<file path="config.mk">
export PLATFORM = sky130hd
export DESIGN_NAME = bounded_stack_with_reverse_unit
export DESIGN_NICKNAME = d
export VERILOG_FILES = /design/src/design/bsr_pkg.sv /design/src/design/bsr_ram.sv /design/src/design/bounded_stack_with_reverse_unit.sv
export SDC_FILE = /design/constraint.sdc
export NUM_CORES = 1
export LEC_CHECK = 0
export BUFFER_PORTS_ARGS = -buffer_cell sky130_fd_sc_hd__buf_4
export CAP_MARGIN = 5
export CELL_PAD_IN_SITES_DETAIL_PLACEMENT = 1
export CELL_PAD_IN_SITES_GLOBAL_PLACEMENT = 1
export CORE_ASPECT_RATIO = 1.4
export CORE_MARGIN = 2
export CORE_UTILIZATION = 47
export DETAILED_ROUTE_END_ITERATION = 16
export HOLD_SLACK_MARGIN = 0.06
export PLACE_DENSITY = 0.73
export SETUP_SLACK_MARGIN = 0.3
export SLEW_MARGIN = 25
export SYNTH_ARGS = -nofsm -noshare
export SYNTH_HDL_FRONTEND = slang
export SYNTH_SLANG_ARGS = --single-unit
</file>
<file path="constraint.sdc">
create_clock -name i_clk -period 5.3 [get_ports i_clk]
set_clock_uncertainty 0.15 [all_clocks]
set_input_delay 0.53 -clock i_clk [delete_from_list [all_inputs] [get_ports i_clk]]
set_output_delay 0.53 -clock i_clk [all_outputs]
set_load 0.02 [all_outputs]
</file>
<file path="src/design/bsr_pkg.sv">
// Shared types and codes for the bounded stack with reverse.
package bsr_pkg;

    localparam logic [1:0] KIND_PUSH    = 2'd0;
    localparam logic [1:0] KIND_POP     = 2'd1;
    localparam logic [1:0] KIND_REVERSE = 2'd2;

    localparam logic [1:0] STATUS_OK    = 2'd0;
    localparam logic [1:0] STATUS_FULL  = 2'd1;
    localparam logic [1:0] STATUS_EMPTY = 2'd2;

    localparam logic signed [31:0] EMPTY_POP_WORD = -32'sd999;

    typedef struct packed {
        logic [1:0]         kind;
        logic signed [31:0] push_value;
    } t_req;

    typedef struct packed {
        logic signed [31:0] pop_value;
        logic [1:0]         status;
        logic [4:0]         entry_count;
        logic               is_empty;
        logic               is_full;
    } t_res;

endpackage

</file>
<file path="src/design/bsr_ram.sv">
// Generic single-write, single-read RAM with registered read data.
module bsr_ram #(
    parameter int WIDTH = 32,
    parameter int DEPTH = 16
) (
    input  logic                     i_clk,
    input  logic                     i_we,
    input  logic [$clog2(DEPTH)-1:0] i_waddr,
    input  logic [WIDTH-1:0]         i_wdata,
    input  logic [$clog2(DEPTH)-1:0] i_raddr,
    output logic [WIDTH-1:0]         o_rdata
);

    logic [WIDTH-1:0] r_mem [DEPTH];
    logic [WIDTH-1:0] r_rdata;

    always_ff @(posedge i_clk) begin
        if (i_we) begin
            r_mem[i_waddr] <= i_wdata;
        end
        r_rdata <= r_mem[i_raddr];
    end

    assign o_rdata = r_rdata;

endmodule

</file>
<file path="src/design/bounded_stack_with_reverse_unit.sv">
// Top level: bounded LIFO stack of signed words with push, pop and in-place reverse.
//
// A request word is taken when start is high and busy is low; exactly one result
// word follows, shown on o_res for a single cycle with o_done high. The receiver
// cannot stall, so it must take every result on the cycle it appears. A push, a
// refused push or pop, a reverse of fewer than two entries and the unused kind
// give their result in the cycle after start. A pop of a stored entry waits in
// S_POP for the registered RAM read data. A reverse walks S_RV_RDLO, S_RV_RDHI,
// S_RV_WRLO and S_RV_WRHI once per swapped pair: each pair costs two reads and
// two writes through the single read port and single write port of the RAM.
// busy is high while a pop or a reverse is under way; a new request may be given
// in the same cycle that o_done shows the previous result. Entries live in one
// RAM of STACK_DEPTH words that needs no clearing: only entries below the fill
// level are ever read, and each of them was pushed first. entry_count carries
// the low five bits of the fill level; is_empty and is_full are always exact.
module bounded_stack_with_reverse_unit
    import bsr_pkg::*;
#(
    parameter int STACK_DEPTH = 16
) (
    input  logic i_clk,
    input  logic i_rst_n,
    input  logic start,
    output logic busy,
    input  t_req i_req,
    output logic o_done,
    output t_res o_res
);

    localparam int AW = $clog2(STACK_DEPTH);
    localparam int FW = $clog2(STACK_DEPTH + 1);
    localparam logic [FW-1:0] FILL_MAX = FW'(STACK_DEPTH);

    // sequencer codes
    localparam logic [2:0] S_IDLE    = 3'd0;
    localparam logic [2:0] S_POP     = 3'd1;   // RAM read data for the pop is valid
    localparam logic [2:0] S_RV_RDLO = 3'd2;   // read low entry of the pair
    localparam logic [2:0] S_RV_RDHI = 3'd3;   // read high entry, catch low word
    localparam logic [2:0] S_RV_WRLO = 3'd4;   // high word goes to low slot
    localparam logic [2:0] S_RV_WRHI = 3'd5;   // low word goes to high slot

    logic [2:0]    r_state, n_state;
    logic [FW-1:0] r_fill,  n_fill;
    logic [AW-1:0] r_lo,    n_lo;
    logic [AW-1:0] r_hi,    n_hi;
    logic [31:0]   r_tmp,   n_tmp;
    t_res          r_res,   n_res;
    logic          r_done,  n_done;

    logic          ram_we;
    logic [AW-1:0] ram_waddr;
    logic [31:0]   ram_wdata;
    logic [AW-1:0] ram_raddr;
    logic [31:0]   ram_rdata;

    logic w_accept;
    logic w_empty;
    logic w_full;

    // Result word built from the fill level as it stands after the request.
    function automatic t_res make_res(input logic [31:0] pop_w, input logic [1:0] st,
                                      input logic [FW-1:0] fill);
        t_res res;
        res.pop_value   = pop_w;
        res.status      = st;
        res.entry_count = 5'(fill);
        res.is_empty    = (fill == '0);
        res.is_full     = (fill == FILL_MAX);
        return res;
    endfunction

    assign busy     = (r_state != S_IDLE);
    assign w_accept = start && !busy;
    assign w_empty  = (r_fill == '0);
    assign w_full   = (r_fill == FILL_MAX);

    always_comb begin
        n_state   = r_state;
        n_fill    = r_fill;
        n_lo      = r_lo;
        n_hi      = r_hi;
        n_tmp     = r_tmp;
        n_res     = r_res;
        n_done    = 1'b0;
        ram_we    = 1'b0;
        ram_waddr = r_lo;
        ram_wdata = ram_rdata;
        ram_raddr = r_lo;

        unique case (r_state)
            S_IDLE: begin
                if (w_accept) begin
                    case (i_req.kind)
                        KIND_PUSH: begin
                            n_done = 1'b1;
                            if (w_full) begin
                                n_res = make_res('0, STATUS_FULL, r_fill);
                            end else begin
                                ram_we    = 1'b1;
                                ram_waddr = AW'(r_fill);
                                ram_wdata = i_req.push_value;
                                n_fill    = r_fill + 1'b1;
                                n_res     = make_res('0, STATUS_OK, r_fill + 1'b1);
                            end
                        end
                        KIND_POP: begin
                            if (w_empty) begin
                                n_done = 1'b1;
                                n_res  = make_res(EMPTY_POP_WORD, STATUS_EMPTY, r_fill);
                            end else begin
                                ram_raddr = AW'(r_fill - 1'b1);
                                n_fill    = r_fill - 1'b1;
                                n_state   = S_POP;
                            end
                        end
                        KIND_REVERSE: begin
                            // zero or one entry: order is already its own reverse
                            if (r_fill < FW'(2)) begin
                                n_done = 1'b1;
                                n_res  = make_res('0, STATUS_OK, r_fill);
                            end else begin
                                n_lo    = '0;
                                n_hi    = AW'(r_fill - 1'b1);
                                n_state = S_RV_RDLO;
                            end
                        end
                        default: begin
                            n_done = 1'b1;
                            n_res  = make_res('0, STATUS_OK, r_fill);
                        end
                    endcase
                end
            end
            S_POP: begin
                n_done  = 1'b1;
                n_res   = make_res(ram_rdata, STATUS_OK, r_fill);
                n_state = S_IDLE;
            end
            S_RV_RDLO: begin
                ram_raddr = r_lo;
                n_state   = S_RV_RDHI;
            end
            S_RV_RDHI: begin
                ram_raddr = r_hi;
                n_tmp     = ram_rdata;
                n_state   = S_RV_WRLO;
            end
            S_RV_WRLO: begin
                ram_we    = 1'b1;
                ram_waddr = r_lo;
                ram_wdata = ram_rdata;
                n_state   = S_RV_WRHI;
            end
            S_RV_WRHI: begin
                ram_we    = 1'b1;
                ram_waddr = r_hi;
                ram_wdata = r_tmp;
                n_lo      = r_lo + 1'b1;
                n_hi      = r_hi - 1'b1;
                // walk inward until the pointers meet or cross
                if ((r_lo + 1'b1) < (r_hi - 1'b1)) begin
                    n_state = S_RV_RDLO;
                end else begin
                    n_done  = 1'b1;
                    n_res   = make_res('0, STATUS_OK, r_fill);
                    n_state = S_IDLE;
                end
            end
            default: begin
                n_state = S_IDLE;
            end
        endcase
    end

    always_ff @(posedge i_clk) begin
        if (!i_rst_n) begin
            r_state <= S_IDLE;
            r_fill  <= '0;
            r_done  <= 1'b0;
        end else begin
            r_state <= n_state;
            r_fill  <= n_fill;
            r_done  <= n_done;
        end
    end

    always_ff @(posedge i_clk) begin
        r_lo  <= n_lo;
        r_hi  <= n_hi;
        r_tmp <= n_tmp;
        r_res <= n_res;
    end

    bsr_ram #(
        .WIDTH(32),
        .DEPTH(STACK_DEPTH)
    ) u_entry_ram (
        .i_clk   (i_clk),
        .i_we    (ram_we),
        .i_waddr (ram_waddr),
        .i_wdata (ram_wdata),
        .i_raddr (ram_raddr),
        .o_rdata (ram_rdata)
    );

    assign o_done = r_done;
    assign o_res  = r_res;

endmodule

</file>
==> metrics.csv, run 1 <==
stage,metric,value,unit
outcome,status,"complete, no violations",
worst_setup_path,Crit path buffers/inverters,2,
cts,clk_lat worst skew,0.63,ns
routing,Via density,5.97,
worst_setup_path,Worst Path Arrival,4.57,ns
cts,cts bufs inserted,59,
power_and_ir_drop,Max VDD drop,0.000325,V
die,Die Y,277,um
synthesis,syn nets,1819,
routing,antenna-violating nets left,0,
synthesis,register area share after synthesis,0.742,
power_and_ir_drop,Psw,0.00266,W
synthesis,"Warnings, synthesis",0,
power_and_ir_drop,P per Cell Area,390,nW/um2
die,Die Span X,199,um
synthesis,Unique masters post-synth,54,
power_and_ir_drop,Int Pwr,0.00858,W
sta,TNS Setup,0,ns
sta,Fin Hold WS,0.267,ns
sta,Final Setup Violations,0,
sta,fin crit share,0.794,
sta,"Hold Vio Cnt, Final",0,
worst_setup_path,Crit. Startpoint,r_fill[0]$_SDFFE_PN0P_,
routing,DRC,0,
cells_and_area,final instance area,28800,um2
global_routing,GRT Util Overall,0.259,
sta,Peak Freq,0.238,GHz
die,Die Area,55300,um2
worst_setup_path,crit-path cells,inv_1 -> ha_1 -> or4b_4 -> and3_1 -> a221oi_4 -> nand2_1 -> nor2_4 -> buf_4 -> a32o_1 -> nor3_2,
global_routing,first-pass GRT wire length,105000,um
routing,Avg WL per Cell,27.0,um
synthesis,syn avg cell area,14.2,um2
sta,Final Max Tran Viols,0,
routing,total wire length after detailed routing,70900,um
placement,post-place setup slack,1.11,ns
synthesis,Synth async-reset ratio,0,
worst_setup_path,CP Depth,10,
power_and_ir_drop,Clock power frac,0.388,
worst_setup_path,crit start category,flip-flop,
synthesis,synthesized instance count,1769,
global_routing,largest net degree at the start of global routing,127,
global_routing,vias in the first global route,16759,
min_path,worst min-delay path class,in -> reg,
worst_setup_path,reg2reg start,r_fill[0]$_SDFFE_PN0P_,
placement,Final GP Congestion,0.831,
worst_setup_path,worst path required time,5.66,ns
worst_setup_path,FF-to-FF End,u_entry_ram.o_rdata[10]$_DFF_P_,
worst_setup_path,Max stage delay on crit path,0.70,ns
sta,min Tclk post-route,4.21,ns
cts,maximum level of the CTS H-tree,2,
sta,PnR worst setup slack,1.09,ns
worst_setup_path,kind of critical path,reg -> reg,
global_routing,GR Overflow Total,0,
die,Initial Util,0.474,
min_path,Worst Hold Path Cells,4,
worst_setup_path,worst reg-to-reg path cell count,10,
placement,"Cell Area, Placed",26800,um2
cts,"Clk pin slew, worst setup/hold paths",0.07,ns
sta,RSZ-0062 raised after global routing,no,
cells_and_area,nets,1908,
worst_setup_path,worst setup path endpoint,u_entry_ram.o_rdata[10]$_DFF_P_,
cts,Root Driver,clkbuf_16,
worst_setup_path,Crit Path Max Fanout,13,
cells_and_area,Area Growth Syn to Fin,14.8,%
cells_and_area,share of cells above drive strength 1,0.155,
sta,measured slew at the worst slew-check pin,0.832,ns
power_and_ir_drop,Leak,10.4,nW
cts,CTS max path bufs,3,
die,Core Region,52900,um2
worst_setup_path,Crit. End Element,flip-flop,
die,number of core rows,100,
run,max-cap violations,0,
cts,CTS tree,built,
sta,slew margin rel.,0.445,
routing,DRT iter0 DRCs,1470,
routing,drt pass-1 iters,5,
power_and_ir_drop,sw frac,0.237,
die,I/O Pins,80,
worst_setup_path,"Largest delay share family, worst path",simple AND/OR/NAND/NOR gates,
cts,clock sink count,634,
power_and_ir_drop,logic gate share of total power,0.087,
placement,port bufs,79,
routing,routed vias,15648,
synthesis,#FFs+latches synth,634,
worst_setup_path,"Slowest-stage cell, CP",a221oi_4,
worst_setup_path,FF-to-FF setup slack,1.09,ns
synthesis,"EDFF count, synth",593,
cells_and_area,Ant. Diodes,0,
synthesis,Post-Syn Area,25100,um2
power_and_ir_drop,Sequential Power Share,0.525,
global_routing,antenna violations before repair,3,
synthesis,Synth Flop Type,edfxtp_1,
placement,HPWL Detailed,40600,um
-- metal layers --
layer  vias up  global-route usage  part of all wire
met5         -                   0           0.00013
met4         2               0.119             0.044
met3       186              0.0383             0.058
met2       598               0.442              0.51
met1      8088               0.324              0.39
li1       6774                   -                 -
-- state kept, by name (all words and copies together), names as in the netlist, 3 cells and up --
register	cells
r_lo	4
r_hi	4
r_tmp	32
o_res	41
u_entry_ram.o_rdata	32
u_entry_ram.r_mem	512
r_fill	5
r_state	3
-- synth_stat cells (all sizes together), types with 31 or more instances --
| cell type | number | area [um2] |
|---|---|---|
| o22ai | 32 | 200 |
| edfxtp | 593 | 17800 |
| inv | 35 | 131 |
| buf | 62 | 363 |
| nand3 | 107 | 536 |
| dfxtp | 41 | 821 |
| nor3 | 45 | 400 |
| clkbuf | 42 | 158 |
| nand2 | 364 | 1370 |
| a32o | 32 | 320 |
| nor2 | 128 | 485 |
| a32oi | 31 | 272 |
| mux2i | 67 | 671 |
-- worst reg2reg max path, delay by kind of cell, from the launching register on --
| kind | cells | cell delay, ns |
|---|---|---|
| flip-flops | 1 | 0.42 |
| buffers and inverters | 2 | 0.62 |
| adder cells (fa/ha/maj) | 1 | 0.24 |
| AO/OA/AOI/OAI | 2 | 0.95 |
| AND/OR/NAND/NOR | 5 | 1.72 |
-- metrics by stage --
stage,power [W],instances,utilization
after global placement,0.00692,2508,0.506
final,0.0112,2623,0.544
after global routing,0.0115,2623,0.544
after detailed placement,0.00697,2509,0.506
after floorplan,0.00655,1769,-
after CTS,0.0113,2622,0.544
-- what timing repair did --
item                                   in CTS  in global routing
resized for setup                           0                  0
hold buffers                                1                  0
setup buffers                               0                  0
endpoints found under the hold margin       6                  0
-- cells by family (layout without fill, tap and decap cells) --
group | Yosys count | after routing | synth area share
fa+ha+maj | 13 | 13 | 0.00648
xor+xnor | 10 | 10 | 0.00349
buf+inv | 139 | 279 | 0.0260
compound gates | 221 | 221 | 0.0723
flops | 634 | 634 | 0.742
mux | 67 | 67 | 0.0267
simple gates | 685 | 685 | 0.123
-- power groups by stage --
| stage | clock network (W) | logic (W) | registers, W |
|---|---|---|---|
| after floorplan | 0 | 0.000522 | 0.00603 |
| after global placement | 0 | 0.000923 | 0.00600 |
| after detailed placement | 0 | 0.000966 | 0.00600 |
| after CTS | 0.00441 | 0.000977 | 0.00590 |
| after global routing | 0.00458 | 0.00106 | 0.00591 |
| final | 0.00436 | 0.000982 | 0.00590 |
-- how the worst min path moves through the flow --
stage	startpoint	to	slack (ns)
floorplan	u_entry_ram.o_rdata[1]$_DFF_P_	r_tmp[1]$_DFFE_PN_	0.27
global placement	u_entry_ram.o_rdata[24]$_DFF_P_	r_tmp[24]$_DFFE_PN_	0.29
detailed placement	u_entry_ram.o_rdata[1]$_DFF_P_	r_tmp[1]$_DFFE_PN_	0.30
CTS	start	r_state[1]$_SDFFE_PN0P_	0.24
global route	start	o_done$_SDFF_PN0_	0.31
finish	start	o_done$_SDFF_PN0_	0.27
-- placed cells by master (no fill, tap or decap), types with 6 or more instances in the layout --
| cell | n |
|---|---|
| a221o_1 | 11 |
| and2_1 | 19 |
| clkbuf_16 | 61 |
| a32oi_1 | 31 |
| bufinv_16 | 6 |
| clkbuf_1 | 14 |
| edfxtp_1 | 593 |
| ha_1 | 13 |
| o22ai_1 | 32 |
| buf_12 | 10 |
| a32o_1 | 32 |
| inv_1 | 35 |
| nand3_1 | 105 |
| a21o_1 | 27 |
| mux2i_1 | 67 |
| clkinv_1 | 6 |
| xor2_1 | 6 |
| nor2_4 | 16 |
| o21ai_0 | 13 |
| buf_4 | 119 |
| nor3_2 | 35 |
| a222oi_1 | 25 |
| clkinv_2 | 14 |
| dfxtp_1 | 41 |
| a21oi_1 | 20 |
| nand2_1 | 364 |
| nor2_1 | 112 |
-- layout make-up --
type                            instances  area, um2
Clock buffer                           80       1650
Clock inverter                         32        343
Fill cell                            5075      24100
Inverter                               35        131
Multi-Input combinational cell        996       6010
Sequential cell                       634      18600
Tap cell                              714        893
Timing Repair Buffer                  132       1140
No activity file was read; power rests on OpenSTA's default activity.
==> inputs of run 2 (changes only) <==
Settings changed: ABC_AREA set to 1.
Clock period 5.3 ns to 4.3 ns, I/O delays scaled along.
==> metrics.csv, run 2 <==
stage,metric,value,unit,change
outcome,status,"complete, no violations",,
cts,clock sink count,634,,unchanged
synthesis,Synth async-reset ratio,0,,unchanged
synthesis,most area-consuming cells after synthesis,"edfxtp_1, nand3_1, nand2_1",,
worst_setup_path,worst reg-to-reg path cell count,13,,+3
routing,routed vias,19761,,+26%
worst_setup_path,Crit. End Element,flip-flop,,
global_routing,largest net degree at the start of global routing,174,,+37%
routing,total wire length after detailed routing,82000,um,+16%
routing,Via density,5.72,,-4.1%
synthesis,"EDFF count, synth",593,,unchanged
die,Initial Util,0.474,,about the same
routing,DRT iter0 DRCs,1692,,+15%
power_and_ir_drop,P per Cell Area,473,nW/um2,+21%
die,I/O Pins,80,,unchanged
synthesis,Synth Flop Type,edfxtp_1,,
cts,clk_lat worst skew,0.63,ns,about the same
synthesis,synthesized instance count,2573,,+45%
die,Die Y,291,um,+5.0%
placement,placed insts,3340,,+33%
cells_and_area,fillers,6185,,+22%
global_routing,GR Overflow Total,0,,unchanged
routing,Avg WL per Cell,23.7,um,-12%
worst_setup_path,reg2reg start,r_fill[0]$_SDFFE_PN0P_,,
cells_and_area,Ant. Diodes,0,,unchanged
placement,port bufs,79,,unchanged
synthesis,"count leader, synth",edfxtp_1,,
worst_setup_path,Max stage delay on crit path,0.53,ns,-0.17 ns
run,max-cap violations,0,,unchanged
worst_setup_path,crit start category,flip-flop,,
cells_and_area,multi-input logic area,6940,um2,+15%
sta,slew margin rel.,0.299,,-0.146
worst_setup_path,FF-to-FF setup slack,0.69,ns,-0.41 ns
global_routing,antenna violations before repair,2,,-1
global_routing,met3 usage,0.0343,,-0.00399
min_path,Worst Hold Launch,start,,
die,Core Region,58500,um2,+10%
global_routing,GRT Util Overall,0.270,,+0.0109
synthesis,post-synth top area cell,edfxtp_1,,
die,Die Area,61000,um2,+10%
cts,"Clk pin slew, worst setup/hold paths",0.06,ns,about the same
worst_setup_path,kind of critical path,reg -> reg,,
sta,Final Max Tran Viols,0,,unchanged
worst_setup_path,"Slowest-stage cell, CP",nor2_4,,
cts,CTS tree,built,,
power_and_ir_drop,total power,0.0150,W,+34%
worst_setup_path,Crit Path Max Fanout,18,,+5
cts,Post-CTS Resized,0,,unchanged
die,Die Span X,209,um,+5.0%
worst_setup_path,FF-to-FF End,u_entry_ram.r_mem[14][27]$_DFFE_PP_,,
synthesis,"Warnings, synthesis",0,,unchanged
sta,fin crit share,0.840,,+0.0463
cells_and_area,share of cells above drive strength 1,0.115,,-0.0400
routing,drt pass-1 iters,5,,unchanged
global_routing,first-pass GRT wire length,126000,um,+20%
sta,Final Setup Violations,0,,unchanged
global_routing,M1 GR Usage,0.343,,+0.0191
synthesis,register area share after synthesis,0.672,,-0.0704
cells_and_area,Area Growth Syn to Fin,14.5,%,
sta,PnR worst setup slack,0.688,ns,-0.406 ns
cts,CTS max path bufs,3,,unchanged
cells_and_area,Reg with most FFs,u_entry_ram.r_mem,,
sta,min Tclk post-route,3.61,ns,-0.594 ns
worst_setup_path,Worst Path Arrival,3.78,ns,-0.79 ns
cts,Root Driver,clkbuf_16,,
sta,"Hold Vio Cnt, Final",0,,unchanged
placement,post-place setup slack,0.682,ns,-0.433 ns
cts,cts bufs inserted,60,,+1.7%
global_routing,Most Crowded Layer GR,met2,,
placement,Final GP Congestion,0.866,,+4.2%
synthesis,Post-Syn Area,27700,um2,+10%
global_routing,vias in the first global route,21055,,+26%
worst_setup_path,worst path required time,4.47,ns,-1.19 ns
synthesis,Synth top cells by count,"edfxtp_1, nand3_1, nand2_1",,
sta,Peak Freq,0.277,GHz,+16%
synthesis,Unique masters post-synth,36,,-33%
cells_and_area,"commonest cells after routing, fill and taps aside","edfxtp_1, nand3_1, nand2_1",,
sta,RSZ-0062 raised after global routing,no,,
global_routing,met2 GRT Util,0.477,,+0.0346
cells_and_area,register area,18600,um2,unchanged
synthesis,syn avg cell area,10.8,um2,-24%
synthesis,#FFs+latches synth,634,,unchanged
cells_and_area,nets,2704,,+42%
cts,Post-CTS Setup Bufs,0,,unchanged
worst_setup_path,crit-path cells,inv_1 -> ha_1 -> nand3_2 -> nand2_1 -> nor2_4 -> buf_4 -> o21ai_0 -> o21ai_0 -> inv_1 -> nand2_1 -> nand3_1 -> nor2_4 -> buf_12,,
synthesis,post-synth top area share,0.642,,-0.0673
cells_and_area,"Cell Count, Final, Fillers Out",3455,,+32%
die,number of core rows,105,,+5.0%
synthesis,syn nets,2623,,+44%
power_and_ir_drop,Max VDD drop,0.000369,V,+14%
routing,DRC,0,,unchanged
sta,measured slew at the worst slew-check pin,1.05,ns,+0.219 ns
worst_setup_path,Crit. Startpoint,r_fill[0]$_SDFFE_PN0P_,,
cells_and_area,Largest register FFs,512,,unchanged
cells_and_area,"most common cell after layout, fill and taps aside",edfxtp_1,,
worst_setup_path,worst setup path endpoint,u_entry_ram.r_mem[14][27]$_DFFE_PP_,,
placement,HPWL Detailed,50000,um,+23%
cts,maximum level of the CTS H-tree,2,,unchanged
min_path,worst min-delay path class,in -> reg,,
power_and_ir_drop,Leak,12.9,nW,+24%
routing,antenna-violating nets left,0,,unchanged
sta,TNS Setup,0,ns,unchanged
[run 2: cell types whose count changed in the layout (fill, tap and decap cells not counted), moves of 53 or more]
cell      change
nor2_1       -53
mux2i_1      -67
nand3b_1     +95
nand3_1     +486
inv_1       +388
nand2_1      +60
[run 2: worst max-delay path: cells and delay by family, from the launching register on]
kind | cells | cell delay [ns]
DFF | 1 | 0.49
and+or+nand+nor | 6 | 1.43
AOI/OAI and AO/OA | 2 | 0.23
adders and majority gates | 1 | 0.26
buffers and inverters | 4 | 0.75
[run 2: cells by family after synthesis]
group | synth area share
XOR/XNOR | 0.00316
flip-flops | 0.672
AND/OR/NAND/NOR | 0.206
adder cells (fa/ha/maj) | 0.00587
AO/OA/AOI/OAI | 0.0287
buffers and inverters | 0.0846
[run 2: per-stage QoR]
stage               hold WS [ns]  instance area (um2)   util
floorplan                  0.258                27700      -
global placement           0.268                29600  0.506
detailed placement         0.277                29600  0.507
CTS                       0.0649                31700  0.543
global route               0.121                31700  0.543
finish                    0.0917                31700  0.543
[run 2: worst min-delay path by stage]
stage | end | slack, ns | depth (start not counted)
after global routing | r_state[1]$_SDFFE_PN0P_ | 0.12 | 5
after CTS | r_state[1]$_SDFFE_PN0P_ | 0.06 | 5
final | r_state[1]$_SDFFE_PN0P_ | 0.09 | 5
after detailed placement | r_tmp[7]$_DFFE_PN_ | 0.28 | 0
after floorplan | r_tmp[0]$_DFFE_PN_ | 0.26 | 0
after global placement | r_tmp[2]$_DFFE_PN_ | 0.27 | 0
[run 2: metal layers]
| layer | wire length (um) | share of wire | vias to the layer above |
|---|---|---|---|
| met5 | 31 | 0.00038 | - |
| met4 | 2430 | 0.030 | 4 |
| met3 | 4880 | 0.060 | 151 |
| met2 | 41700 | 0.51 | 675 |
| met1 | 32900 | 0.40 | 10036 |
| li1 | - | - | 8895 |
[run 2: final cells by class]
class / instances / share of cell area
multi-input combinational: 1361 / 0.219
tap: 749 / 0.0295
inverter: 428 / 0.0506
clock inverter: 34 / 0.0129
timing repair buffer: 169 / 0.0480
sequential: 634 / 0.587
clock buffer: 80 / 0.0532
[run 2: what timing repair did]
action | in CTS | in global routing
hold buffers | 1 | 0
hold endpoints to repair | 8 | 0
setup endpoints to repair | 0 | 0
[run 2: report_power, final]
group          switching, W  internal, W
Sequential         0.000117      0.00726
Combinational       0.00147     0.000538
Clock               0.00237      0.00325
